$ cat src/rtl/core/isrm_pkg.sv
// Types, codes and constant tables of the I2C/SCCB register master.
// No dependencies; used by every module of the block.
package isrm_pkg;

    localparam logic [15:0] HALF_RESET = 16'd120;

    typedef enum logic [1:0] {
        FUNC_NONE  = 2'd0,
        FUNC_WRITE = 2'd1,
        FUNC_READ  = 2'd2,
        FUNC_RSVD  = 2'd3
    } t_func;

    typedef enum logic {
        REG_HALF_PERIOD = 1'b0,
        REG_SCCB_MODE   = 1'b1
    } t_reg_index;

    typedef struct packed {
        logic [1:0] func;
        logic [6:0] device_address;
        logic [7:0] register_address;
        logic [7:0] write_data;
        logic       sda_level;
    } t_in;

    typedef struct packed {
        logic       scl_level;
        logic       sda_out_level;
        logic       sda_is_output;
        logic       busy_res;
        logic       done_res;
        logic [7:0] read_data;
        logic       ack_missing;
    } t_out;

    typedef struct packed {
        logic [15:0] half_period_ticks;
        logic        sccb_mode;
    } t_cfg;

    typedef struct packed {
        logic [1:0] func;
        logic [6:0] device_address;
        logic [7:0] register_address;
        logic [7:0] write_data;
    } t_req;

    typedef struct packed {
        logic drive;
        logic sda;
        logic scl;
    } t_pins;

    typedef enum logic [18:0] {
        ST_IDLE     = 19'h00001,
        ST_START_A  = 19'h00002,
        ST_START_B  = 19'h00004,
        ST_BIT_LO   = 19'h00008,
        ST_BIT_HI   = 19'h00010,
        ST_ACK_LO   = 19'h00020,
        ST_ACK_HI   = 19'h00040,
        ST_ACK_TAIL = 19'h00080,
        ST_STOP_A   = 19'h00100,
        ST_STOP_B   = 19'h00200,
        ST_STOP_C   = 19'h00400,
        ST_RD_PRE   = 19'h00800,
        ST_RD_A     = 19'h01000,
        ST_RD_B     = 19'h02000,
        ST_RD_C     = 19'h04000,
        ST_NK_A     = 19'h08000,
        ST_NK_B     = 19'h10000,
        ST_NK_C     = 19'h20000,
        ST_NK_D     = 19'h40000
    } t_step;

    typedef enum logic [3:0] {
        K_START   = 4'd0,
        K_ADDRW   = 4'd1,
        K_REG     = 4'd2,
        K_DATA    = 4'd3,
        K_MIDSTOP = 4'd4,
        K_ADDRR   = 4'd5,
        K_READ    = 4'd6,
        K_STOP    = 4'd7,
        K_END     = 4'd8
    } t_kind;

    // Order of bus phases for each request type.
    function automatic t_kind plan_kind(input logic is_read, input logic [3:0] stage);
        t_kind k;
        k = K_END;
        if (is_read) begin
            case (stage)
                4'd0:    k = K_START;
                4'd1:    k = K_ADDRW;
                4'd2:    k = K_REG;
                4'd3:    k = K_MIDSTOP;
                4'd4:    k = K_START;
                4'd5:    k = K_ADDRR;
                4'd6:    k = K_READ;
                4'd7:    k = K_STOP;
                default: k = K_END;
            endcase
        end else begin
            case (stage)
                4'd0:    k = K_START;
                4'd1:    k = K_ADDRW;
                4'd2:    k = K_REG;
                4'd3:    k = K_DATA;
                4'd4:    k = K_STOP;
                default: k = K_END;
            endcase
        end
        return k;
    endfunction

    // Pin levels set on entry to a bus slot.
    function automatic t_pins enter_pins(input t_step s, input t_pins p, input logic msb);
        t_pins q;
        q = p;
        case (s)
            ST_START_A:  begin q.scl = 1'b1; q.sda = 1'b1; q.drive = 1'b1; end
            ST_START_B:  begin q.sda = 1'b0; end
            ST_BIT_LO:   begin q.scl = 1'b0; q.sda = msb; q.drive = 1'b1; end
            ST_BIT_HI:   begin q.scl = 1'b1; end
            ST_ACK_LO:   begin q.scl = 1'b0; q.drive = 1'b0; end
            ST_ACK_HI:   begin q.scl = 1'b1; end
            ST_ACK_TAIL: begin q.scl = 1'b0; q.drive = 1'b1; end
            ST_STOP_A:   begin q.scl = 1'b0; q.sda = 1'b0; q.drive = 1'b1; end
            ST_STOP_B:   begin q.scl = 1'b1; end
            ST_STOP_C:   begin q.sda = 1'b1; end
            ST_RD_PRE:   begin q.scl = 1'b0; end
            ST_RD_A:     begin q.sda = 1'b1; q.drive = 1'b0; end
            ST_RD_B:     begin q.scl = 1'b0; end
            ST_RD_C:     begin q.scl = 1'b1; end
            ST_NK_A:     begin q.scl = 1'b0; q.drive = 1'b1; end
            ST_NK_B:     begin q.scl = 1'b0; q.sda = 1'b1; end
            ST_NK_C:     begin q.scl = 1'b1; end
            ST_NK_D:     begin q.scl = 1'b0; end
            default:     q = p;
        endcase
        return q;
    endfunction

endpackage

$ cat src/rtl/core/i2c_sccb_register_master.sv
// Top level of the I2C/SCCB register master: input register, sequencer, result register.
// Depends on isrm_pkg and isrm_sequencer.
//
// Usage. Every transfer on the input channel is one bus tick: it carries the
// request fields (only looked at while the bus is idle) and the sampled SDA
// level. Every tick yields exactly one result transfer with the driven SCL/SDA
// levels, the SDA drive enable, busy, a one-tick done pulse, the last byte
// read and the missing-acknowledge flag.
// Result path: a tick accepted into the input register is stepped by the
// sequencer, captured in the result register and offered from there.
// Throughput: one tick per cycle while the receiver is ready; the sequencer performs one
// complete step of the bus state machine per enabled cycle from its registered state.
// Stalls: when the receiver holds ready low, the result register holds, the
// input register fills and input ready then drops; nothing is lost.
// Reset: synchronous, active low; the bus idles with SCL and SDA driven high,
// half_period_ticks returns to 120 and sccb_mode to 0. Configuration writes
// take effect at once and are meant for idle periods.
module i2c_sccb_register_master
    import isrm_pkg::*;
#(
    parameter int DELAY_BITS = 16
) (
    input  logic        i_clk,
    input  logic        i_rst_n,
    input  logic        i_in_valid,
    output logic        o_in_ready,
    input  t_in         i_in_data,
    output logic        o_out_valid,
    input  logic        i_out_ready,
    output t_out        o_out_data,
    input  logic        i_cfg_we,
    input  logic        i_cfg_index,
    input  logic [15:0] i_cfg_data
);

    logic r_in_valid;
    t_in  r_in_data;
    logic r_out_valid;
    t_out r_out_data;
    t_cfg r_cfg;
    logic step_en;
    t_out step_result;

    assign step_en    = r_in_valid && (!r_out_valid || i_out_ready);
    assign o_in_ready = !r_in_valid || step_en;

    always_ff @(posedge i_clk) begin
        if (!i_rst_n) begin
            r_cfg.half_period_ticks <= HALF_RESET;
            r_cfg.sccb_mode         <= 1'b0;
        end else if (i_cfg_we) begin
            case (i_cfg_index)
                REG_HALF_PERIOD: r_cfg.half_period_ticks <= i_cfg_data;
                REG_SCCB_MODE:   r_cfg.sccb_mode         <= i_cfg_data[0];
                default:         r_cfg                   <= r_cfg;
            endcase
        end
    end

    always_ff @(posedge i_clk) begin
        if (!i_rst_n) begin
            r_in_valid <= 1'b0;
        end else if (o_in_ready) begin
            r_in_valid <= i_in_valid;
        end
    end

    always_ff @(posedge i_clk) begin
        if (o_in_ready && i_in_valid) begin
            r_in_data <= i_in_data;
        end
    end

    isrm_sequencer #(
        .DELAY_BITS (DELAY_BITS)
    ) u_seq (
        .i_clk    (i_clk),
        .i_rst_n  (i_rst_n),
        .i_en     (step_en),
        .i_item   (r_in_data),
        .i_cfg    (r_cfg),
        .o_result (step_result)
    );

    always_ff @(posedge i_clk) begin
        if (!i_rst_n) begin
            r_out_valid <= 1'b0;
        end else if (step_en) begin
            r_out_valid <= 1'b1;
        end else if (i_out_ready) begin
            r_out_valid <= 1'b0;
        end
    end

    always_ff @(posedge i_clk) begin
        if (step_en) begin
            r_out_data <= step_result;
        end
    end

    assign o_out_valid = r_out_valid;
    assign o_out_data  = r_out_data;

endmodule

$ cat src/rtl/core/isrm_sequencer.sv
// Bus sequencer of the I2C/SCCB register master: advances one tick per enable.
// Depends on isrm_pkg.
module isrm_sequencer
    import isrm_pkg::*;
#(
    parameter int DELAY_BITS = 16
) (
    input  logic i_clk,
    input  logic i_rst_n,
    input  logic i_en,
    input  t_in  i_item,
    input  t_cfg i_cfg,
    output t_out o_result
);

    localparam int CW = (DELAY_BITS > 16) ? DELAY_BITS : 16;
    localparam logic [CW-1:0] CMASK = CW'({DELAY_BITS{1'b1}});

    t_step                 r_step,  n_step;
    logic [DELAY_BITS-1:0] r_delay, n_delay;
    logic [7:0]            r_shift, n_shift;
    logic [3:0]            r_bitc,  n_bitc;
    t_req                  r_req,   n_req;
    logic [7:0]            r_recv,  n_recv;
    logic                  r_fault, n_fault;
    t_pins                 r_pins,  n_pins;
    logic [3:0]            r_stage, n_stage;

    logic                  done;
    logic                  do_adv;
    logic                  enter_en;
    t_step                 enter_st;
    logic [CW-1:0]         half_w;
    logic [CW-1:0]         limit;
    logic [DELAY_BITS-1:0] cnt;
    logic                  is_read;
    logic [3:0]            adv_stage;
    t_kind                 adv_kind;

    always_comb begin
        half_w = CW'(i_cfg.half_period_ticks);
        limit  = (half_w > CMASK) ? CMASK : half_w;
        if (limit == '0) begin
            limit = CW'(1);
        end
    end

    always_comb begin
        n_step   = r_step;
        n_delay  = r_delay;
        n_shift  = r_shift;
        n_bitc   = r_bitc;
        n_req    = r_req;
        n_recv   = r_recv;
        n_fault  = r_fault;
        n_pins   = r_pins;
        n_stage  = r_stage;
        done     = 1'b0;
        do_adv   = 1'b0;
        enter_en = 1'b0;
        enter_st = ST_IDLE;
        cnt      = r_delay + 1'b1;
        is_read  = (r_req.func == FUNC_READ);
        adv_stage = r_stage + 4'd1;
        adv_kind  = plan_kind(is_read, adv_stage);

        if (r_step == ST_IDLE) begin
            if (i_item.func == FUNC_WRITE || i_item.func == FUNC_READ) begin
                n_req.func             = i_item.func;
                n_req.device_address   = i_item.device_address;
                n_req.register_address = i_item.register_address;
                n_req.write_data       = i_item.write_data;
                n_fault  = 1'b0;
                n_stage  = '0;
                enter_en = 1'b1;
                enter_st = ST_START_A;
            end
        end else if (CW'(cnt) >= limit) begin
            n_delay = '0;
            case (r_step)
                ST_START_A: begin enter_en = 1'b1; enter_st = ST_START_B; end
                ST_START_B: begin n_pins.scl = 1'b0; do_adv = 1'b1; end
                ST_BIT_LO:  begin enter_en = 1'b1; enter_st = ST_BIT_HI; end
                ST_BIT_HI: begin
                    n_shift  = {r_shift[6:0], 1'b0};
                    n_bitc   = r_bitc + 4'd1;
                    enter_en = 1'b1;
                    enter_st = n_bitc[3] ? ST_ACK_LO : ST_BIT_LO;
                end
                ST_ACK_LO:  begin enter_en = 1'b1; enter_st = ST_ACK_HI; end
                ST_ACK_HI: begin
                    // A high acknowledge is recorded and the trailing low slot is skipped.
                    if (i_item.sda_level) begin
                        n_fault      = 1'b1;
                        n_pins.drive = 1'b1;
                        n_pins.scl   = 1'b0;
                        do_adv       = 1'b1;
                    end else begin
                        enter_en = 1'b1;
                        enter_st = ST_ACK_TAIL;
                    end
                end
                ST_ACK_TAIL: do_adv = 1'b1;
                ST_STOP_A:  begin enter_en = 1'b1; enter_st = ST_STOP_B; end
                ST_STOP_B:  begin enter_en = 1'b1; enter_st = ST_STOP_C; end
                ST_STOP_C:  do_adv = 1'b1;
                ST_RD_PRE:  begin enter_en = 1'b1; enter_st = ST_RD_A; end
                ST_RD_A:    begin enter_en = 1'b1; enter_st = ST_RD_B; end
                ST_RD_B:    begin enter_en = 1'b1; enter_st = ST_RD_C; end
                ST_RD_C: begin
                    n_shift  = {r_shift[6:0], i_item.sda_level};
                    n_bitc   = r_bitc + 4'd1;
                    enter_en = 1'b1;
                    if (n_bitc[3]) begin
                        n_recv   = n_shift;
                        enter_st = ST_NK_A;
                    end else begin
                        enter_st = ST_RD_A;
                    end
                end
                ST_NK_A:    begin enter_en = 1'b1; enter_st = ST_NK_B; end
                ST_NK_B:    begin enter_en = 1'b1; enter_st = ST_NK_C; end
                ST_NK_C:    begin enter_en = 1'b1; enter_st = ST_NK_D; end
                ST_NK_D:    do_adv = 1'b1;
                default:    n_step = ST_IDLE;
            endcase
        end else begin
            n_delay = cnt;
        end

        if (do_adv) begin
            // The mid-read stop is skipped in plain I2C mode.
            if (adv_kind == K_MIDSTOP && !i_cfg.sccb_mode) begin
                adv_stage = adv_stage + 4'd1;
                adv_kind  = plan_kind(is_read, adv_stage);
            end
            n_stage = adv_stage;
            case (adv_kind)
                K_START: begin
                    enter_en = 1'b1;
                    enter_st = ST_START_A;
                end
                K_ADDRW: begin
                    n_shift  = {r_req.device_address, 1'b0};
                    n_bitc   = '0;
                    enter_en = 1'b1;
                    enter_st = ST_BIT_LO;
                end
                K_REG: begin
                    n_shift  = r_req.register_address;
                    n_bitc   = '0;
                    enter_en = 1'b1;
                    enter_st = ST_BIT_LO;
                end
                K_DATA: begin
                    n_shift  = r_req.write_data;
                    n_bitc   = '0;
                    enter_en = 1'b1;
                    enter_st = ST_BIT_LO;
                end
                K_MIDSTOP, K_STOP: begin
                    enter_en = 1'b1;
                    enter_st = ST_STOP_A;
                end
                K_ADDRR: begin
                    n_shift  = {r_req.device_address, 1'b1};
                    n_bitc   = '0;
                    enter_en = 1'b1;
                    enter_st = ST_BIT_LO;
                end
                K_READ: begin
                    n_shift  = '0;
                    n_bitc   = '0;
                    enter_en = 1'b1;
                    enter_st = ST_RD_PRE;
                end
                default: begin
                    n_step  = ST_IDLE;
                    n_delay = '0;
                    done    = 1'b1;
                end
            endcase
        end

        if (enter_en) begin
            n_step  = enter_st;
            n_delay = '0;
            n_pins  = enter_pins(enter_st, n_pins, n_shift[7]);
        end
    end

    always_comb begin
        o_result.scl_level     = n_pins.scl;
        o_result.sda_out_level = n_pins.sda;
        o_result.sda_is_output = n_pins.drive;
        o_result.busy_res      = (n_step != ST_IDLE);
        o_result.done_res      = done;
        o_result.read_data     = n_recv;
        o_result.ack_missing   = n_fault;
    end

    always_ff @(posedge i_clk) begin
        if (!i_rst_n) begin
            r_step  <= ST_IDLE;
            r_delay <= '0;
            r_shift <= '0;
            r_bitc  <= '0;
            r_req   <= '0;
            r_recv  <= '0;
            r_fault <= 1'b0;
            r_pins  <= 3'b111;
            r_stage <= '0;
        end else if (i_en) begin
            r_step  <= n_step;
            r_delay <= n_delay;
            r_shift <= n_shift;
            r_bitc  <= n_bitc;
            r_req   <= n_req;
            r_recv  <= n_recv;
            r_fault <= n_fault;
            r_pins  <= n_pins;
            r_stage <= n_stage;
        end
    end

endmodule

$ cat config.mk
export PLATFORM = sky130hd
export DESIGN_NAME = i2c_sccb_register_master
export DESIGN_NICKNAME = d
export VERILOG_FILES = /design/src/rtl/core/isrm_pkg.sv /design/src/rtl/core/i2c_sccb_register_master.sv /design/src/rtl/core/isrm_sequencer.sv
export SDC_FILE = /design/constraint.sdc
export NUM_CORES = 1
export LEC_CHECK = 0
export BUFFER_PORTS_ARGS = -buffer_cell sky130_fd_sc_hd__buf_4
export CAP_MARGIN = 0
export CORE_AREA = 4 4 106 208
export DETAILED_ROUTE_END_ITERATION = 8
export DIE_AREA = 0 0 110 212
export PLACE_DENSITY = 0.65
export SLEW_MARGIN = 5
export SYNTH_ARGS = -nofsm -noshare
export SYNTH_HDL_FRONTEND = slang
export SYNTH_SLANG_ARGS = --single-unit
$ cat constraint.sdc
create_clock -name i_clk -period 6.28 [get_ports i_clk]
set_input_delay 0.942 -clock i_clk [delete_from_list [all_inputs] [get_ports i_clk]]
set_output_delay 0.942 -clock i_clk [all_outputs]
set_load 0.005 [all_outputs]
Word level (Yosys, flattened, before mapping)
Memories as Yosys holds them, arrays and structs flattened.
Index checks and enable logic that the tools add are counted.
Word-level totals
  register bits: 147
  memory bits (read-only): 48
  output and inout port bits: 16
  logic and storage cells: 209
  memories kept: 2
Operators by class
  add/sub/neg operators: 4
  order comparisons: 2
  eq/ne operators: 57
  mux-type cells: 79
  bitwise operators: 1
  reductions and logical operators: 34
Memories
  (name not given): words 8, width 3, rd ports 1, clocked after memory_dff 0, write ports 0, line isrm_pkg.sv:94  | case (stage)
  (name not given): words 8, width 3, rd ports 1, clocked after memory_dff 0, write ports 0, line isrm_pkg.sv:94
Operators with widths (number)
  case mux 19 bit (14 select lines): 1
  two-way mux 19 bit: 9
  two-way mux 16 bit: 8
  case mux 19 bit (4 select lines): 1
  two-way mux 8 bit: 8
  two-way mux 4 bit: 15
  case mux 4 bit (5 select lines): 2
  case mux 8 bit (5 select lines): 1
  == test 19 x 10 -> 1 bit (second input constant): 2
  == test 19 x 11 -> 1 bit (second input constant): 2
  == test 19 x 12 -> 1 bit (second input constant): 2
  == test 19 x 13 -> 1 bit (second input constant): 2
  == test 19 x 14 -> 1 bit (second input constant): 2
  == test 19 x 15 -> 1 bit (second input constant): 2
  == test 19 x 16 -> 1 bit (second input constant): 2
  == test 19 x 17 -> 1 bit (second input constant): 2
  == test 19 x 18 -> 1 bit (second input constant): 2
  == test 19 bit (second input constant): 2
  == test 19 x 2 -> 1 bit (second input constant): 2
  == test 19 x 3 -> 1 bit (second input constant): 2
  == test 19 x 4 -> 1 bit (second input constant): 2
  == test 19 x 5 -> 1 bit (second input constant): 2
  == test 19 x 6 -> 1 bit (second input constant): 2
  == test 19 x 7 -> 1 bit (second input constant): 2
  37 further kinds: 100

Longest topological paths before layout
  word-level depth: 16
  gate-level depth with buffers: 20

Modules after synthesis
A second synthesis with hierarchy kept.
Unflattened totals
  cell total of the unflattened synthesis: 897
  area, all modules: 7905.1 sq um
By module, submodules not included
  isrm_sequencer: times used 1, cells each 774, area an instance 5918.2 sq um
  i2c_sccb_register_master: times used 1, cells each 123, area an instance 1986.9 sq um

Worst setup path after synthesis
No wires, ideal clock.
  path type: register to register
  start point: register u_seq.r_delay[0]
  end point: register r_out_data, in the netlist o_out_data[12], data pin
  data arrival time: 3.345 ns
  required time: 6.005 ns
  setup slack: 2.660 ns
  cell stages (with the launch flop): 19
  clock period less this slack: 3.620 ns
  cell sequence: dfxtp_1 -> and3_1 -> and3_1 -> clkbuf_1 -> nand3_1 -> nor2_1 -> nand3_1 -> xnor2_1 -> ha_1 -> nand4_1 -> a211oi_1 -> nor2_1 -> nor2_1 -> buf_2 -> o211ai_1 -> nand2b_1 -> a211o_2 -> o22ai_2 -> nand4_1
RTL lines
  from (decl): line isrm_sequencer.sv:20  | logic [DELAY_BITS-1:0] r_delay, n_delay;
  from (signal assigned): line isrm_sequencer.sv:215  | r_delay <= n_delay;
  to (signal assigned): line i2c_sccb_register_master.sv:97  | r_out_data <= step_result;
  to (decl): line i2c_sccb_register_master.sv:39  | t_out r_out_data;

Final worst setup path
  start point: register u_seq.r_delay[2]
  end point: register u_seq.r_step[7]
Between the ends
  longest elaborated chain between the ends: 7
  elaborated cells on any way between the ends: 17
  those cells by class: add/sub (1); order compare (1); mux (15)
RTL lines
  adder 16 x 1 -> 16 bit *: line isrm_sequencer.sv:62  | cnt = r_delay + 1'b1;
  >= comparator 16 bit *: line isrm_sequencer.sv:78  | end else if (CW'(cnt) >= limit) begin
  two-way mux 19 bit or two-way mux 1 bit (tied branches): line isrm_sequencer.sv:78
  two-way mux 19 bit or two-way mux 1 bit (tied branches): line isrm_sequencer.sv:67  | if (r_step == ST_IDLE) begin
  case mux 19 bit (4 select lines), or another cell as far along: line isrm_sequencer.sv:138  | case (adv_kind)
  two-way mux 19 bit or two-way mux 1 bit (tied branches): line isrm_sequencer.sv:131  | if (do_adv) begin
  two-way mux 19 bit *: line isrm_sequencer.sv:185  | if (enter_en) begin
  to (signal assigned): line isrm_sequencer.sv:214  | r_step <= n_step;
  to (decl): line isrm_sequencer.sv:19  | t_step r_step, n_step;
Every way passes the cells marked *; elsewhere a longest branch is shown, timed or not.
A chain may end at the register's enable or synchronous reset.

==> flow_summary.json <==
{
  "routedWlPerCell_um": 16.3,
  "gr-total-overflow": 0,
  "htree_levels": 4,
  "vias_per_cell": 5.46,
  "antenna_left": 0,
  "syn_avg_cell_area_um2": 9.04,
  "gp_congestion": 0.895,
  "fin_worst_skew_ns": 0.00776,
  "cp.arrival_ns": 5.04,
  "slowest_stage": "nor3_1",
  "rsz0062_at_grt": "false",
  "post-route-util_pct": 45.2,
  "clk_pin_slew_ns": 0.06,
  "synth_most_common_cell": "nand2_1",
  "core_area_um2": 20500,
  "io_buffers": 63,
  "tritoncts": "done",
  "yosys.area.top_type_share_pct": 26.6,
  "rr_endpoint": "u_seq.r_step[7]$_SDFFE_PN0P_",
  "core.rowCount": 74,
  "cts.repair.resized": 0,
  "design_area_um2": 9260,
  "cellLeakagePower_nw": 3.37,
  "ys.flop_type": "dfxtp_1",
  "endpoint": "u_seq.r_step[7]$_SDFFE_PN0P_",
  "yosysSeqAreaShare_pct": 41.5,
  "power_density_nw_per_um2": 236,
  "drtIter0Drc": 264,
  "cp.required_ns": 6.65,
  "ys_top_cells_by_area": "dfxtp_1 (27%), edfxtp_1 (15%), nand2_1 (5.9%)",
  "finalCriticalPeriod_ns": 4.67,
  "cts_root_buffer": "clkbuf_16",
  "crit_fanout": 12,
  "drive_gt1_share_pct": 15.0,
  "grt_pass1_wl_mm": 31.9,
  "fmax_mhz": 214,
  "drc": 0,
  "area_growth_pct": 15.0,
  "worst_slack_ns": 1.61,
  "yosysTopAreaCell": "dfxtp_1",
  "cpMostUsedCell": "nor2_1",
  "ys_types": 95,
  "crit_chain": "and3_1, and3_1, nand3_1, nor2_1, nand3_1, xnor2_1, ha_1, nand4_1, a211oi_1, nor2_1, nor2_1, nand2_1, nor3_1, a22oi_1, nor2b_1",
  "yosys_warnings": 0,
  "worstHoldPathCells": 2,
  "dieArea_um2": 23300,
  "reg2reg_slack_ns": 1.61,
  "io_pins": 64,
  "postRouteWirelength_mm": 19.7,
  "fin_tns_setup_ns": 0,
  "grt_usage_pct": 17.6,
  "finalMaxSlewViolations": 0,
  "critPathKind": "reg -> reg",
  "dp_hpwl_mm": 14.8,
  "vias": 6601,
  "r2r_cells": 15,
  "hold_class": "reg -> reg",
  "cts_buffers": 17,
  "syn_inst": 890,
  "clk_path_buf_depth": 2,
  "insertion_delay_ns": 0.44,
  "fin_crit_sh_pct": 74.4,
  "drv_cap": 0,
  "antenna_found_initial": 0,
  "layout.nets": 1001,
  "finalHoldViolCount": 0,
  "post-place-ws_ns": 1.68,
  "async_flop_share_pct": 0,
  "worstMarginPinSlew_ns": 1.19,
  "setup_violations": 0,
  "ys_seq_elements": 147,
  "initial_core_util_pct": 39.3,
  "grt_max_degree": 108,
  "cp_slowest_stage_delay_ns": 0.93,
  "placed_cell_area_um2": 8670,
  "insertedDiodeCount": 0,
  "grt_pass1_vias": 6405,
  "dieHeight_um": 212,
  "ir_drop_mv": 0.209,
  "mappedNetlistNets": 962,
  "cp-startpoint": "u_seq.r_delay[2]$_SDFFE_PN0P_",
  "synthTopCellsByCount": "nand2_1 (126), dfxtp_1 (107), nor2_1 (81)",
  "critical_path.reg2reg.startpoint": "u_seq.r_delay[2]$_SDFFE_PN0P_",
  "die_w_um": 110,
  "clock_sinks": 147,
  "outcome": "complete, no violations",
  "maxSlewHeadroom_pct": 20.3,
  "hold_buffers": 0,
  "netlist_area_um2": 8050,
  "synth-edff-count": 40,
  "start_kind": "register",
  "first_pass_iters": 5,
  "cp-end-kind": "register",
  "cts_setup_buffers": 0
}
-- state kept, by name (all words and copies together) (netlist names) --
register,count
u_seq.r_pins,3
o_out_valid,1
u_seq.r_shift,8
u_seq.r_stage,4
u_seq.r_fault,1
r_cfg,17
r_in_valid,1
u_seq.r_step,19
o_out_data,14
u_seq.r_delay,16
u_seq.r_req,25
u_seq.r_recv,8
u_seq.r_bitc,4
r_in_data,26
-- placed cells by master (no fill, tap or decap), types with 10 or more instances in the layout --
cell | netlist | final
nand2_1 | 126 | 126
dfxtp_1 | 107 | 107
nor2_1 | 81 | 81
buf_4 | 0 | 69
a21boi_0 | 41 | 41
edfxtp_1 | 40 | 40
nor2b_1 | 30 | 30
nand3_1 | 26 | 26
o21ai_0 | 25 | 25
nor3_1 | 24 | 24
ha_1 | 24 | 24
inv_1 | 19 | 19
a22oi_1 | 19 | 19
clkbuf_16 | 0 | 17
xor2_1 | 16 | 16
mux2i_1 | 16 | 16
nor3b_1 | 15 | 15
a21oi_1 | 15 | 15
and2_1 | 13 | 13
o21ai_1 | 11 | 11
o211ai_1 | 10 | 10
-- worst min path at each step --
stage | slack [ns] | to | startpoint
2_1_floorplan | 0.44 | u_seq.r_req[7]$_SDFFE_PN0P_ | u_seq.r_req[7]$_SDFFE_PN0P_
3_3_place_gp | 0.45 | u_seq.r_req[9]$_SDFFE_PN0P_ | u_seq.r_req[9]$_SDFFE_PN0P_
3_5_place_dp | 0.46 | u_seq.r_req[9]$_SDFFE_PN0P_ | u_seq.r_req[9]$_SDFFE_PN0P_
4_1_cts | 0.47 | u_seq.r_req[9]$_SDFFE_PN0P_ | u_seq.r_req[9]$_SDFFE_PN0P_
5_1_grt | 0.48 | u_seq.r_req[9]$_SDFFE_PN0P_ | u_seq.r_req[9]$_SDFFE_PN0P_
6_report | 0.46 | u_seq.r_req[7]$_SDFFE_PN0P_ | u_seq.r_req[7]$_SDFFE_PN0P_
-- layout make-up --
| class | instances | area [µm²] |
|---|---|---|
| Multi-Input combinational cell | 674 | 4400 |
| Fill cell | 1974 | 11200 |
| Timing Repair Buffer | 69 | 518 |
| Clock buffer | 17 | 425 |
| Sequential cell | 147 | 3340 |
| Inverter | 20 | 75.1 |
| Tap cell | 266 | 333 |
| Clock inverter | 15 | 164 |
-- report_power, final --
part / internal [mW] / switching [mW] / total, mW / leakage (nW)
registers: 1.01 / 0.0177 / 1.02 / 1.25
logic: 0.0649 / 0.0897 / 0.155 / 1.84
clock network: 0.564 / 0.445 / 1.01 / 0.286
total: 1.64 / 0.553 / 2.19 / 3.37
-- logic make-up (layout without fill, tap and decap cells) --
| logic type | after synthesis | after routing | synth area share, % |
|---|---|---|---|
| adder cells (fa/ha/maj) | 24 | 24 | 3.73 |
| multiplexers | 25 | 25 | 3.25 |
| AND/OR/NAND/NOR | 399 | 399 | 25.7 |
| XOR/XNOR | 27 | 27 | 3.13 |
| AO/OA/AOI/OAI | 199 | 199 | 18.9 |
| buffers and inverters | 69 | 121 | 3.81 |
| flip-flops | 147 | 147 | 41.5 |
-- routing by layer --
| metal | global-route usage [%] | vias up | part of all wire (%) |
|---|---|---|---|
| met5 | 0 | - | 0 |
| met4 | 8.22 | 0 | 3.6 |
| met3 | 3.68 | 45 | 3.3 |
| met2 | 32.7 | 164 | 55 |
| met1 | 18.3 | 3092 | 38 |
| li1 | - | 3300 | - |
-- metrics by stage --
stage,power (mW),std cells,hold slack [ns]
after global routing,2.27,1208,0.485
after global placement,1.20,1176,0.452
after detailed placement,1.20,1176,0.457
after CTS,2.21,1208,0.465
after floorplan,1.14,890,0.440
final,2.19,1208,0.461
-- critical path, delay by kind of cell, from the launching register on --
kind | cells | cell delay (ns)
fa+ha+maj | 1 | 0.34
xor+xnor | 1 | 0.18
simple gates | 11 | 3.24
flops | 1 | 0.39
compound gates | 2 | 0.45
Power figures use the tool's default switching activity.
